`config.mk`:
```
export PLATFORM = sky130hd
export DESIGN_NAME = decimal_carryless_digit_scramble
export DESIGN_NICKNAME = d
export VERILOG_FILES = /design/src/design/dcds_pkg.sv /design/src/design/decimal_carryless_digit_scramble.sv /design/src/design/dcds_b2d.sv /design/src/design/dcds_conv.sv /design/src/design/dcds_d2b.sv
export SDC_FILE = /design/constraint.sdc
export NUM_CORES = 2
export LEC_CHECK = 0
export ABC_AREA = 1
export BUFFER_PORTS_ARGS = -buffer_cell sky130_fd_sc_hd__buf_2
export CAP_MARGIN = 30
export CORE_ASPECT_RATIO = 0.8
export CORE_UTILIZATION = 35
export CTS_CLUSTER_SIZE = 16
export DETAILED_ROUTE_END_ITERATION = 12
export GPL_TIMING_DRIVEN = 0
export PLACE_DENSITY = 0.59
export SETUP_SLACK_MARGIN = 0.4
export SYNTH_ARGS = -nofsm -noshare
export SYNTH_HDL_FRONTEND = slang
export SYNTH_SLANG_ARGS = --single-unit
```
`constraint.sdc`:
```
create_clock -name clk -period 9.1 [get_ports clk]
set_clock_uncertainty 0.2 [all_clocks]
set_input_delay 0.91 -clock clk [delete_from_list [all_inputs] [get_ports clk]]
set_output_delay 0.91 -clock clk [all_outputs]
set_load 0.005 [all_outputs]
```
`src/design/dcds_pkg.sv`:
```
`timescale 1ns / 1ps
`default_nettype none
// ----------------------------------------------------------------------------
// dcds_pkg: shared types and digit arithmetic
// Widths, counts and the mod-10 digit helpers used by the digit scramble.
// ----------------------------------------------------------------------------
package dcds_pkg;

  localparam int MAX_DIGITS  = 8;
  localparam int VAL_W       = 27;
  localparam int KEY_W       = 30;
  localparam int BIN_W       = 30;   // widest binary operand to convert
  localparam int BCD_DIGITS  = 10;   // enough decimal digits for BIN_W bits
  localparam int CNT_W       = $clog2(BIN_W + 1);
  localparam int LEAD_W      = (MAX_DIGITS > 1) ? $clog2(MAX_DIGITS) : 1;
  localparam int DCNT_W      = $clog2(MAX_DIGITS + 1);
  localparam int ROUND_LIMIT = 400;
  localparam int ROUND_W     = $clog2(ROUND_LIMIT + 1);

  localparam logic [KEY_W-1:0] KEY_RESET = KEY_W'(9371);

  typedef logic [3:0] digit_t;
  typedef digit_t [BCD_DIGITS-1:0] bcd_t;
  typedef digit_t [MAX_DIGITS-1:0] dvec_t;

  typedef struct packed {
    logic              load;
    logic [LEAD_W-1:0] lead;
  } conv_req_t;

  typedef struct packed {
    logic done;
    logic fail;
  } conv_rsp_t;

  // one double-dabble step: adjust every digit, then shift in a new bit
  function automatic bcd_t dd_step(bcd_t b, logic bit_in);
    bcd_t                    adj;
    logic [4*BCD_DIGITS-1:0] flat;
    for (int i = 0; i < BCD_DIGITS; i++) begin
      adj[i] = (b[i] >= 4'd5) ? b[i] + 4'd3 : b[i];
    end
    flat = adj;
    return {flat[4*BCD_DIGITS-2:0], bit_in};
  endfunction

  // (a * b) mod 10 for decimal digits, via reciprocal multiply
  function automatic digit_t mul_mod10(digit_t a, digit_t b);
    logic [7:0]  p;
    logic [15:0] t;
    logic [3:0]  q;
    logic [7:0]  r;
    p = {4'd0, a} * {4'd0, b};
    t = {8'd0, p} * 16'd205;
    q = t[14:11];
    r = p - {1'b0, q, 3'b000} - {3'b000, q, 1'b0};
    return r[3:0];
  endfunction

  // (a + b) mod 10 for decimal digits
  function automatic digit_t add_mod10(digit_t a, digit_t b);
    logic [4:0] s;
    s = {1'b0, a} + {1'b0, b};
    if (s >= 5'd10) begin
      s = s - 5'd10;
    end
    return s[3:0];
  endfunction

endpackage
`default_nettype wire

```
`src/design/decimal_carryless_digit_scramble.sv`:
```
`timescale 1ns / 1ps
`default_nettype none
// ----------------------------------------------------------------------------
// decimal_carryless_digit_scramble: decimal digit scramble with cycle walk
// Splits the number and key into decimal digits, forms the carry-less digit
// convolution mod 10 over the number's own digit count, and repeats it while
// the leading digit comes out zero.
// ----------------------------------------------------------------------------
//
//  Port group  Handshake                 Payload
//  in          in_valid / in_stall       in_value (27 b)
//  out         out_valid / out_stall     out_code (27 b), out_invalid
//  cfg         cfg_valid / cfg_ready     cfg_key (30 b)
//
//  Flow: one request at a time; a valid number's result is registered after
//  conversion to digits, up to 400 walk rounds, conversion back and a
//  handoff, a zero or too-long one after conversion to digits alone; the
//  next request can be taken in the cycle after the result is registered.
//  Reset: the key returns to 9371; no memory, no clearing pass.
//  Stalls: a finished result waits in its last state for a free output slot.
//
module decimal_carryless_digit_scramble (
  input  logic                       clk,
  input  logic                       rst_n,
  input  logic                       in_valid,
  output logic                       in_stall,
  input  logic [dcds_pkg::VAL_W-1:0] in_value,
  output logic                       out_valid,
  input  logic                       out_stall,
  output logic [dcds_pkg::VAL_W-1:0] out_code,
  output logic                       out_invalid,
  input  logic                       cfg_valid,
  output logic                       cfg_ready,
  input  logic [dcds_pkg::KEY_W-1:0] cfg_key
);

  typedef enum logic [4:0] {
    ST_IDLE = 5'b00001,
    ST_B2D  = 5'b00010,
    ST_CONV = 5'b00100,
    ST_D2B  = 5'b01000,
    ST_DONE = 5'b10000
  } state_t;

  state_t                      state_r, state_nxt;
  logic [dcds_pkg::KEY_W-1:0]  key_r;
  logic                        out_valid_r, out_valid_nxt;
  logic [dcds_pkg::VAL_W-1:0]  out_code_r, out_code_nxt;
  logic                        out_invalid_r, out_invalid_nxt;
  logic [dcds_pkg::VAL_W-1:0]  res_code_r, res_code_nxt;
  logic                        res_inv_r, res_inv_nxt;

  logic                        in_take;
  logic                        b2d_done;
  dcds_pkg::bcd_t              val_bcd;
  dcds_pkg::bcd_t              key_bcd;
  dcds_pkg::dvec_t             v_dig;
  dcds_pkg::dvec_t             k_dig;
  logic [dcds_pkg::LEAD_W-1:0] lead;
  logic                        any_low;
  logic                        too_many;
  dcds_pkg::conv_req_t         conv_req;
  dcds_pkg::conv_rsp_t         conv_rsp;
  dcds_pkg::dvec_t             conv_res;
  logic                        d2b_load;
  logic                        d2b_done;
  logic [dcds_pkg::VAL_W-1:0]  d2b_bin;

  // one request in flight: stall the input outside the idle state
  assign in_stall  = (state_r != ST_IDLE);
  assign in_take   = in_valid && !in_stall;
  assign cfg_ready = 1'b1;

  // key register; the user must write it only while idle, the block does not enforce it
  always_ff @(posedge clk) begin
    if (!rst_n) begin
      key_r <= dcds_pkg::KEY_RESET;
    end else if (cfg_valid && cfg_ready) begin
      key_r <= cfg_key;
    end
  end

  dcds_b2d u_b2d (
    .clk     (clk),
    .rst_n   (rst_n),
    .load    (in_take),
    .value   (in_value),
    .key     (key_r),
    .done    (b2d_done),
    .val_bcd (val_bcd),
    .key_bcd (key_bcd)
  );

  // digit count: leading nonzero digit among the low lanes; anything above
  // the lane count, or no digit at all, makes the request invalid
  always_comb begin
    lead     = '0;
    any_low  = 1'b0;
    too_many = 1'b0;
    for (int i = 0; i < dcds_pkg::MAX_DIGITS; i++) begin
      v_dig[i] = val_bcd[i];
      k_dig[i] = key_bcd[i];
      if (val_bcd[i] != 4'd0) begin
        lead    = dcds_pkg::LEAD_W'(i);
        any_low = 1'b1;
      end
    end
    for (int i = dcds_pkg::MAX_DIGITS; i < dcds_pkg::BCD_DIGITS; i++) begin
      if (val_bcd[i] != 4'd0) begin
        too_many = 1'b1;
      end
    end
  end

  assign conv_req.load = (state_r == ST_B2D) && b2d_done && any_low && !too_many;
  assign conv_req.lead = lead;

  dcds_conv u_conv (
    .clk   (clk),
    .rst_n (rst_n),
    .req   (conv_req),
    .v_in  (v_dig),
    .k_in  (k_dig),
    .rsp   (conv_rsp),
    .res   (conv_res)
  );

  assign d2b_load = (state_r == ST_CONV) && conv_rsp.done && !conv_rsp.fail;

  dcds_d2b u_d2b (
    .clk    (clk),
    .rst_n  (rst_n),
    .load   (d2b_load),
    .digits (conv_res),
    .done   (d2b_done),
    .bin    (d2b_bin)
  );

  // sequencer and output register
  always_comb begin
    state_nxt       = state_r;
    res_code_nxt    = res_code_r;
    res_inv_nxt     = res_inv_r;
    out_valid_nxt   = out_valid_r && out_stall;
    out_code_nxt    = out_code_r;
    out_invalid_nxt = out_invalid_r;
    unique case (state_r)
      ST_IDLE: begin
        if (in_take) begin
          state_nxt = ST_B2D;
        end
      end
      ST_B2D: begin
        if (b2d_done) begin
          if (any_low && !too_many) begin
            state_nxt = ST_CONV;
          end else begin
            // zero or too many digits: no code
            res_code_nxt = '0;
            res_inv_nxt  = 1'b1;
            state_nxt    = ST_DONE;
          end
        end
      end
      ST_CONV: begin
        if (conv_rsp.done) begin
          if (conv_rsp.fail) begin
            // walk never reached a nonzero leading digit
            res_code_nxt = '0;
            res_inv_nxt  = 1'b1;
            state_nxt    = ST_DONE;
          end else begin
            state_nxt = ST_D2B;
          end
        end
      end
      ST_D2B: begin
        if (d2b_done) begin
          res_code_nxt = d2b_bin;
          res_inv_nxt  = 1'b0;
          state_nxt    = ST_DONE;
        end
      end
      ST_DONE: begin
        // hold until the output register frees up
        if (!out_valid_r || !out_stall) begin
          out_valid_nxt   = 1'b1;
          out_code_nxt    = res_code_r;
          out_invalid_nxt = res_inv_r;
          state_nxt       = ST_IDLE;
        end
      end
      default: begin
        state_nxt = ST_IDLE;
      end
    endcase
  end

  always_ff @(posedge clk) begin
    if (!rst_n) begin
      state_r     <= ST_IDLE;
      out_valid_r <= 1'b0;
    end else begin
      state_r     <= state_nxt;
      out_valid_r <= out_valid_nxt;
    end
  end

  always_ff @(posedge clk) begin
    out_code_r    <= out_code_nxt;
    out_invalid_r <= out_invalid_nxt;
    res_code_r    <= res_code_nxt;
    res_inv_r     <= res_inv_nxt;
  end

  assign out_valid   = out_valid_r;
  assign out_code    = out_code_r;
  assign out_invalid = out_invalid_r;

`ifndef SYNTH
  a_take_then_busy: assert property (@(posedge clk) disable iff (!rst_n)
    in_take |=> in_stall)
    else $error("input not stalled after a request was taken");

  a_invalid_zero: assert property (@(posedge clk) disable iff (!rst_n)
    (out_valid && out_invalid) |-> (out_code == '0))
    else $error("invalid result carries a nonzero code");

  a_b2d_in_state: assert property (@(posedge clk) disable iff (!rst_n)
    b2d_done |-> (state_r == ST_B2D))
    else $error("conversion finished outside its state");

  a_conv_in_state: assert property (@(posedge clk) disable iff (!rst_n)
    conv_rsp.done |-> (state_r == ST_CONV))
    else $error("scramble round finished outside its state");
`endif

endmodule
`default_nettype wire

```
`src/design/dcds_b2d.sv`:
```
`timescale 1ns / 1ps
`default_nettype none
// ----------------------------------------------------------------------------
// dcds_b2d: bit-serial binary to decimal converter
// Converts value and key side by side, one bit per cycle (double dabble).
// ----------------------------------------------------------------------------
module dcds_b2d (
  input  logic                      clk,
  input  logic                      rst_n,
  input  logic                      load,
  input  logic [dcds_pkg::VAL_W-1:0] value,
  input  logic [dcds_pkg::KEY_W-1:0] key,
  output logic                      done,
  output dcds_pkg::bcd_t            val_bcd,
  output dcds_pkg::bcd_t            key_bcd
);

  logic [dcds_pkg::BIN_W-1:0] val_bin_r, val_bin_nxt;
  logic [dcds_pkg::BIN_W-1:0] key_bin_r, key_bin_nxt;
  dcds_pkg::bcd_t             val_bcd_r, val_bcd_nxt;
  dcds_pkg::bcd_t             key_bcd_r, key_bcd_nxt;
  logic [dcds_pkg::CNT_W-1:0] cnt_r, cnt_nxt;
  logic                       busy_r, busy_nxt;
  logic                       done_r, done_nxt;

  always_comb begin
    busy_nxt    = busy_r;
    cnt_nxt     = cnt_r;
    done_nxt    = 1'b0;
    val_bin_nxt = val_bin_r;
    key_bin_nxt = key_bin_r;
    val_bcd_nxt = val_bcd_r;
    key_bcd_nxt = key_bcd_r;
    if (load) begin
      busy_nxt    = 1'b1;
      cnt_nxt     = dcds_pkg::CNT_W'(dcds_pkg::BIN_W);
      val_bin_nxt = dcds_pkg::BIN_W'(value);
      key_bin_nxt = dcds_pkg::BIN_W'(key);
      val_bcd_nxt = '0;
      key_bcd_nxt = '0;
    end else if (busy_r) begin
      val_bcd_nxt = dcds_pkg::dd_step(val_bcd_r, val_bin_r[dcds_pkg::BIN_W-1]);
      key_bcd_nxt = dcds_pkg::dd_step(key_bcd_r, key_bin_r[dcds_pkg::BIN_W-1]);
      val_bin_nxt = {val_bin_r[dcds_pkg::BIN_W-2:0], 1'b0};
      key_bin_nxt = {key_bin_r[dcds_pkg::BIN_W-2:0], 1'b0};
      cnt_nxt     = cnt_r - 1'b1;
      if (cnt_r == dcds_pkg::CNT_W'(1)) begin
        busy_nxt = 1'b0;
        done_nxt = 1'b1;
      end
    end
  end

  always_ff @(posedge clk) begin
    if (!rst_n) begin
      busy_r <= 1'b0;
      done_r <= 1'b0;
      cnt_r  <= '0;
    end else begin
      busy_r <= busy_nxt;
      done_r <= done_nxt;
      cnt_r  <= cnt_nxt;
    end
  end

  always_ff @(posedge clk) begin
    val_bin_r <= val_bin_nxt;
    key_bin_r <= key_bin_nxt;
    val_bcd_r <= val_bcd_nxt;
    key_bcd_r <= key_bcd_nxt;
  end

  assign done    = done_r;
  assign val_bcd = val_bcd_r;
  assign key_bcd = key_bcd_r;

endmodule
`default_nettype wire

```
`src/design/dcds_conv.sv`:
```
`timescale 1ns / 1ps
`default_nettype none
// ----------------------------------------------------------------------------
// dcds_conv: digit-serial carry-less convolution with cycle walking
// Feeds one value digit per cycle into all result lanes; repeats rounds
// until the leading digit is nonzero or the round limit runs out.
// ----------------------------------------------------------------------------
module dcds_conv (
  input  logic                clk,
  input  logic                rst_n,
  input  dcds_pkg::conv_req_t req,
  input  dcds_pkg::dvec_t     v_in,
  input  dcds_pkg::dvec_t     k_in,
  output dcds_pkg::conv_rsp_t rsp,
  output dcds_pkg::dvec_t     res
);

  typedef enum logic [2:0] {
    CV_IDLE  = 3'b001,
    CV_RUN   = 3'b010,
    CV_CHECK = 3'b100
  } cv_state_t;

  cv_state_t                     state_r, state_nxt;
  dcds_pkg::dvec_t               k_r, k_nxt;
  dcds_pkg::dvec_t               ks_r, ks_nxt;
  dcds_pkg::dvec_t               vs_r, vs_nxt;
  dcds_pkg::dvec_t               acc_r, acc_nxt;
  dcds_pkg::dvec_t               res_r, res_nxt;
  dcds_pkg::dvec_t               masked;
  logic [dcds_pkg::LEAD_W-1:0]   step_r, step_nxt;
  logic [dcds_pkg::LEAD_W-1:0]   lead_r, lead_nxt;
  logic [dcds_pkg::ROUND_W-1:0]  rounds_r, rounds_nxt;
  logic                          done_r, done_nxt;
  logic                          fail_r, fail_nxt;

  // drop lanes above the leading digit
  always_comb begin
    for (int i = 0; i < dcds_pkg::MAX_DIGITS; i++) begin
      masked[i] = (dcds_pkg::LEAD_W'(i) <= lead_r) ? acc_r[i] : 4'd0;
    end
  end

  always_comb begin
    state_nxt  = state_r;
    k_nxt      = k_r;
    ks_nxt     = ks_r;
    vs_nxt     = vs_r;
    acc_nxt    = acc_r;
    res_nxt    = res_r;
    step_nxt   = step_r;
    lead_nxt   = lead_r;
    rounds_nxt = rounds_r;
    done_nxt   = 1'b0;
    fail_nxt   = fail_r;
    unique case (state_r)
      CV_IDLE: begin
        if (req.load) begin
          k_nxt      = k_in;
          ks_nxt     = k_in;
          vs_nxt     = v_in;
          acc_nxt    = '0;
          step_nxt   = '0;
          rounds_nxt = '0;
          lead_nxt   = req.lead;
          state_nxt  = CV_RUN;
        end
      end
      CV_RUN: begin
        for (int i = 0; i < dcds_pkg::MAX_DIGITS; i++) begin
          acc_nxt[i] = dcds_pkg::add_mod10(acc_r[i],
                                           dcds_pkg::mul_mod10(vs_r[0], ks_r[i]));
        end
        ks_nxt   = ks_r << 4;
        vs_nxt   = vs_r >> 4;
        step_nxt = step_r + 1'b1;
        if (step_r == dcds_pkg::LEAD_W'(dcds_pkg::MAX_DIGITS - 1)) begin
          state_nxt = CV_CHECK;
        end
      end
      CV_CHECK: begin
        if (acc_r[lead_r] != 4'd0) begin
          res_nxt   = masked;
          fail_nxt  = 1'b0;
          done_nxt  = 1'b1;
          state_nxt = CV_IDLE;
        end else if (rounds_r == dcds_pkg::ROUND_W'(dcds_pkg::ROUND_LIMIT - 1)) begin
          res_nxt   = '0;
          fail_nxt  = 1'b1;
          done_nxt  = 1'b1;
          state_nxt = CV_IDLE;
        end else begin
          rounds_nxt = rounds_r + 1'b1;
          vs_nxt     = masked;
          ks_nxt     = k_r;
          acc_nxt    = '0;
          step_nxt   = '0;
          state_nxt  = CV_RUN;
        end
      end
      default: begin
        state_nxt = CV_IDLE;
      end
    endcase
  end

  always_ff @(posedge clk) begin
    if (!rst_n) begin
      state_r  <= CV_IDLE;
      done_r   <= 1'b0;
      fail_r   <= 1'b0;
      step_r   <= '0;
      rounds_r <= '0;
    end else begin
      state_r  <= state_nxt;
      done_r   <= done_nxt;
      fail_r   <= fail_nxt;
      step_r   <= step_nxt;
      rounds_r <= rounds_nxt;
    end
  end

  always_ff @(posedge clk) begin
    k_r    <= k_nxt;
    ks_r   <= ks_nxt;
    vs_r   <= vs_nxt;
    acc_r  <= acc_nxt;
    res_r  <= res_nxt;
    lead_r <= lead_nxt;
  end

  assign rsp.done = done_r;
  assign rsp.fail = fail_r;
  assign res      = res_r;

endmodule
`default_nettype wire

```
`src/design/dcds_d2b.sv`:
```
`timescale 1ns / 1ps
`default_nettype none
// ----------------------------------------------------------------------------
// dcds_d2b: digit-serial decimal to binary converter
// Folds in one decimal digit per cycle, most significant first.
// ----------------------------------------------------------------------------
module dcds_d2b (
  input  logic                       clk,
  input  logic                       rst_n,
  input  logic                       load,
  input  dcds_pkg::dvec_t            digits,
  output logic                       done,
  output logic [dcds_pkg::VAL_W-1:0] bin
);

  dcds_pkg::dvec_t             ds_r, ds_nxt;
  logic [dcds_pkg::VAL_W-1:0]  bin_r, bin_nxt;
  logic [dcds_pkg::DCNT_W-1:0] cnt_r, cnt_nxt;
  logic                        busy_r, busy_nxt;
  logic                        done_r, done_nxt;

  always_comb begin
    ds_nxt   = ds_r;
    bin_nxt  = bin_r;
    cnt_nxt  = cnt_r;
    busy_nxt = busy_r;
    done_nxt = 1'b0;
    if (load) begin
      ds_nxt   = digits;
      bin_nxt  = '0;
      cnt_nxt  = dcds_pkg::DCNT_W'(dcds_pkg::MAX_DIGITS);
      busy_nxt = 1'b1;
    end else if (busy_r) begin
      // bin * 10 + top digit
      bin_nxt = dcds_pkg::VAL_W'({bin_r, 3'b000})
              + dcds_pkg::VAL_W'({bin_r, 1'b0})
              + dcds_pkg::VAL_W'(ds_r[dcds_pkg::MAX_DIGITS-1]);
      ds_nxt  = ds_r << 4;
      cnt_nxt = cnt_r - 1'b1;
      if (cnt_r == dcds_pkg::DCNT_W'(1)) begin
        busy_nxt = 1'b0;
        done_nxt = 1'b1;
      end
    end
  end

  always_ff @(posedge clk) begin
    if (!rst_n) begin
      busy_r <= 1'b0;
      done_r <= 1'b0;
      cnt_r  <= '0;
    end else begin
      busy_r <= busy_nxt;
      done_r <= done_nxt;
      cnt_r  <= cnt_nxt;
    end
  end

  always_ff @(posedge clk) begin
    ds_r  <= ds_nxt;
    bin_r <= bin_nxt;
  end

  assign done = done_r;
  assign bin  = bin_r;

endmodule
`default_nettype wire

```
======== After elaboration in Yosys (flattened, before gate mapping) ========
Cells that the tools add are included.
word-level totals
  flip-flop bits (word level) ............. 476
  input bits .............................. 62
  output and inout bits ................... 31
  logic and storage cells ................. 396
operators by class
  $add $sub $neg .......................... 56
  $mul .................................... 16
  magnitude comparators ................... 35
  equal/unequal tests ..................... 24
  muxes and demuxes ....................... 123
  bitwise operators ....................... 3
  reduce and logical (&&, ||, !) cells .... 46
operators by type and width
  operator              number
  $mux 32               13
  $pmux 32 s3           3
  $mux 27               7
  $mux 4                35
  $mul 8x8->14 const B  8
  $pmux 27 s3           1
  $ge 4x3->1 const B    18
  $add 4x2->4 const B   16
  $mul 4x4->8           8
  $sub 4x4->4           16
  $mux 30               2
  $mux 5                9
  $reduce_bool 4->1     11
  $add 4x4->5           8
  $ge 5x4->1 const B    8
  $sub 4x4->4 const B   8
  $mux 1                31
  $mux 3                10
  $add 27x27->27        1
  $add 27x4->27         1
  $mux 9                3
  $pmux 5 s5            1
  $pmux 3 s3            2
  $pmux 9 s2            1
  38 further kinds      82

======== Depth between registers and ports, before layout ========
  word-level depth ........................ 13
  depth in mapped cells ................... 51
  gate-level depth less buffers ........... 49

======== Hierarchy ========
A second synthesis with hierarchy kept.
second synthesis, totals
  cell total of the unflattened synthesis .. 4644
  area total of the unflattened synthesis .. 37116.8 µm²
modules (own cells, without submodules)
  module                            times used  cells an instance  area an instance (µm²)  seq. area each (µm²)
  dcds_conv                         1           2576               21296.7                 5235.0
  dcds_b2d                          1           1001               7549.7                  3513.4
  dcds_d2b                          1           699                4702.0                  1621.6
  decimal_carryless_digit_scramble  1           368                3568.4                  2402.3

======== Least setup slack after synthesis ========
OpenSTA, ideal clock, no wires.
  path type ............................... register to register
  from .................................... reg u_conv.vs_r[0] in the netlist's numbering
  to ...................................... reg u_conv.acc_r[13] in the netlist's numbering (data pin)
  library setup time ...................... 259 ps
  data arrival time ....................... 7645 ps
  data required time ...................... 8641 ps
  path slack .............................. 996 ps
  cell stages (with the launch flop) ...... 48
  path buffers ............................ 2
  clock period less this slack ............ 8104 ps
  cell sequence ........................... edfxtp_1 > buf_6 > clkbuf_1 > nand2_1 > fa_1 > inv_1 > fa_1 > inv_1 > fa_1 > inv_1 > nand2_1 > a21oi_1 > nor2_1 > nand2_1 > nand2_1 > inv_1 > nor2_1 > nor2_1 > [12 not listed] > nand2_1 > nand2_1 > xor2_1 > ha_1 > xor2_1 > xnor2_1 > xor2_1 > inv_1 > nand2_1 > nand2_1 > nand2_1 > nand2_1 > ha_1 > xnor2_1 > o21ai_0 > nand2_1 > o21ai_0 > a21oi_1
between the ends
  cells in the longest elaborated chain, start to end .. 8
  elaborated cells between the ends (all ways) .. 9
  those cells by class .................... add/sub (4); mul (2); order compare (1); mux (2)
ends and longest elaborated chain
  item                    RTL line          RTL
  start, declared         dcds_conv.sv:27   dcds_pkg::dvec_t vs_r, vs_nxt;
  start signal, assigned  dcds_conv.sv:126  vs_r <= vs_nxt;
  $mul 4x4->8 *           dcds_pkg.sv:53    p = {4'd0, a} * {4'd0, b};
  $mul 8x8->14            dcds_pkg.sv:54    t = {8'd0, p} * 16'd205;
  $sub 4x4->4             dcds_pkg.sv:56    r = p - {1'b0, q, 3'b000} - {3'b000, q, 1'b0};
  $sub 4x4->4 *           dcds_pkg.sv:56
  $add 4x4->5 *           dcds_pkg.sv:63    s = {1'b0, a} + {1'b0, b};
  $ge 5x4->1              dcds_pkg.sv:64    if (s >= 5'd10) begin
  $mux 4 *                dcds_pkg.sv:64
  $pmux 32 s3 *           dcds_conv.sv:56   unique case (state_r)
  end signal, assigned    dcds_conv.sv:127  acc_r <= acc_nxt;
  end, declared           dcds_conv.sv:28   dcds_pkg::dvec_t acc_r, acc_nxt;
Every way passes the cells marked *; elsewhere a longest branch is shown, timed or not.
A chain may end at the register's enable or synchronous reset.

======== Final worst setup path ========
  from .................................... reg u_conv.vs_r[0] in the netlist's numbering
  to ...................................... reg u_conv.acc_r[29] in the netlist's numbering (data pin)
The elaborated chain is that of the path after synthesis.

==> impl_metrics.ini <==
[timing]
setup_viol = 0
fin_crit_sh_pct = 91.5
tns_ns = 0
min_period_ns = 8.33
worst_pin_slew_ns = 0.967
rsz0062_at_grt = true
hold_viol_final = 0
relSlewSlack_pct = 35.5
max_freq_mhz = 120
layout_setup_ws_ns = 0.769
maxSlewViolCount = 0

[grt]
antenna_found_initial = 1
grt_pass1_wl_um = 139000
grt.total_usage_pct = 16.7
first_global_vias = 26000
grt_max_degree = 67
grt_overflow = 0

[power]
ir_drop_v = 0.000127
swShare_pct = 28.6
p_leak_uw = 0.0203
combPwrFrac_pct = 18.4
power.density_mw_per_mm2 = 138
pwr-share-clk_pct = 37.0
p_int_uw = 3970
p_seq_share_pct = 44.6
p_switching_uw = 1600

[critical_path]
r2r-start = u_conv.vs_r[0]
critPathBufInv = 9
cp_slowest_cell = fa_1
worstPathMaxFanout = 10
slowest_delay_ns = 0.58
r2r_cells = 39
worst-setup-path-type = reg -> reg
worstPathRequired_ns = 9.24
crit_cells = 39
cp-start-kind = register
critical_path.top_delay_family = adder cells
endpoint = u_conv.acc_r[29]
worstSetupEndpointType = register
r2r_slack_ns = 0.77
r2r_end = u_conv.acc_r[29]
cp.arrival_ns = 8.47
startpoint = u_conv.vs_r[0]

[synth]
synth_area_sq_mm = 0.0357
synth_edf_count = 308
syn_nets = 4937
yosysWarnings = 0
seq_area_frac_synth_pct = 35.3
ys_async_sr_fraction_pct = 0
ys_ff_latch = 476
avgSynthCellArea_sq_um = 8.44
synth_top_flop_cell = edfxtp_1
synthCells = 4231
synth_top_area_share_pct = 25.9
synthDistinctLibCells = 54
synth_top_area_cell = edfxtp_1
synth.area.top_cells = edfxtp_1 26%, ha_1 18%, nand2_1 10%

[placed_design]
globalplace.congestion = 0.901
port-buffer-count = 91
dp_hpwl_um = 69100
dp_slack_ns = -0.358

[route]
drc = 0
wl_um = 87500
vias_per_cell = 4.77
drt_iter0_markers = 2046
drtPass1Iterations = 5
vias = 27500
wire_per_inst_um = 15.2
ant_nets = 0

[cells_and_area]
fin_nets = 5107
syn_to_final_growth_pct = 12.9
fillers = 10100
drive_above_1_share_pct = 8.72

[clock_network]
cts_tree = built
clock_latency_ns = 0.59
clock-sinks = 476
clk_pin_slew_ns = 0.06
cts_buffer_depth = 3
cts_hold_buf = 0
h-tree-depth = 2
clk_root_buffer_cell = clkbuf_16
cts_buffers = 48

[floorplan]
die_h_um = 288
initial_core_util_pct = 35.4
io-pin-count = 93
die-area_sq_mm = 0.103
die_width_um = 359
core.rowCount = 104
core_area_sq_mm = 0.101

[outcome]
outcome = complete, no violations

[flow_run]
drv_cap = 0

[hold_path]
min_path_type = reg -> reg
==> synth_stat cells, types with 35 or more instances <==
cell type,instances
ha_1,514
nand4_1,37
fa_1,130
o211ai_1,52
xnor2_1,54
clkbuf_1,56
nand2_1,961
buf_2,35
nand3_1,140
nor2_1,305
dfxtp_1,168
xor2_1,71
o21ai_0,172
edfxtp_1,308
inv_1,811
a21oi_1,191
==> registers in the layout (all words and copies together), names as in the netlist, 32 cells and up <==
name and cells:
u_conv.vs_r 32, u_conv.res 32, u_d2b.ds_r 32, u_conv.acc_r 32, u_b2d.key_bcd 32, u_b2d.val_bcd 40, u_conv.ks_r 32, u_conv.k_r 32
==> cell usage in the layout, fill, tap and decap left out, types with 63 or more instances in the layout <==
cell type	n
edfxtp_1	308
buf_2	126
nand3_1	138
a21oi_1	170
o21ai_0	162
xor2_1	63
fa_1	123
nor2_1	299
nand2_1	945
inv_1	801
dfxtp_1	168
ha_1	498
==> worst reg2reg max path: cells and delay by family (launching register included) <==
| kind | cells | cell delay [ns] |
|---|---|---|
| AOI/OAI and AO/OA | 5 | 0.80 |
| xor gates and xnor gates | 5 | 1.00 |
| adders and majority gates | 10 | 4.16 |
| buffers and inverters | 9 | 0.66 |
| DFF | 1 | 0.43 |
| and+or+nand+nor | 10 | 0.82 |
==> routing by layer <==
metal / vias to the layer above / track usage, % / part of all wire (%)
met5: - / 0 / 0
met4: 0 / 3.39 / 1.7
met3: 86 / 3.21 / 6.4
met2: 571 / 25.5 / 43
met1: 12800 / 24.4 / 49
li1: 14000 / - / -
==> what timing repair did <==
item | in CTS | in global routing
gates cloned | 0 | 0
resized for setup | 14 | 123
setup buffers | 3 | 21
setup endpoints to repair | 24 | 24
pin swaps | 1 | 50
==> power groups by stage <==
stage	sequential [uW]	combinational, uW	clock, uW
after floorplan	2510	759	0
after global placement	2530	1010	0
after detailed placement	2530	1020	0
after CTS	2480	1030	2100
after global routing	2500	1190	2180
final	2480	1020	2060
==> cells by family after synthesis <==
group / after synthesis / synth area share (%)
flops: 476 / 35.3
simple gates: 1527 / 17.5
buf+inv: 920 / 9.91
compound gates: 538 / 8.86
xor+xnor: 125 / 3.07
other cells: 1 / 0.0105
fa+ha+maj: 644 / 25.3
==> metrics by stage <==
step	utilization (%)	instance area [sq um]	total power, uW	hold WS, ns	instances
after floorplan	-	35700	3270	0.200	4231
after global placement	37.5	37800	3540	0.200	5647
after detailed placement	37.6	38000	3550	0.205	5652
after CTS	39.3	39600	5620	0.219	5744
after global routing	40.0	40300	5870	0.223	5765
final	40.0	40300	5570	0.217	5768
==> how the worst min path moves through the flow <==
stage,slack [ns],cells past startpoint,from,end
6_report,0.22,0,res_code_r[26],out_code[26]
5_1_grt,0.22,0,res_code_r[16],out_code[16]
4_1_cts,0.22,0,res_code_r[24],out_code[24]
2_1_floorplan,0.20,0,res_code_r[0],out_code[0]
3_5_place_dp,0.20,0,res_code_r[24],out_code[24]
3_3_place_gp,0.20,0,res_code_r[24],out_code[24]
==> area by class of cell <==
class	count	area (sq um)	area share [%]
multi-input cells	2835	20100	49.8
flip-flops and latches	476	12600	31.3
inverters	818	3070	7.62
well taps	1325	1660	4.11
clock buffers	64	1320	3.28
repair buffers	120	751	1.86
plain buffers	102	507	1.26
clock inverters	25	294	0.730
diodes	3	7.51	0.0186
Power figures use the tool's default switching activity.
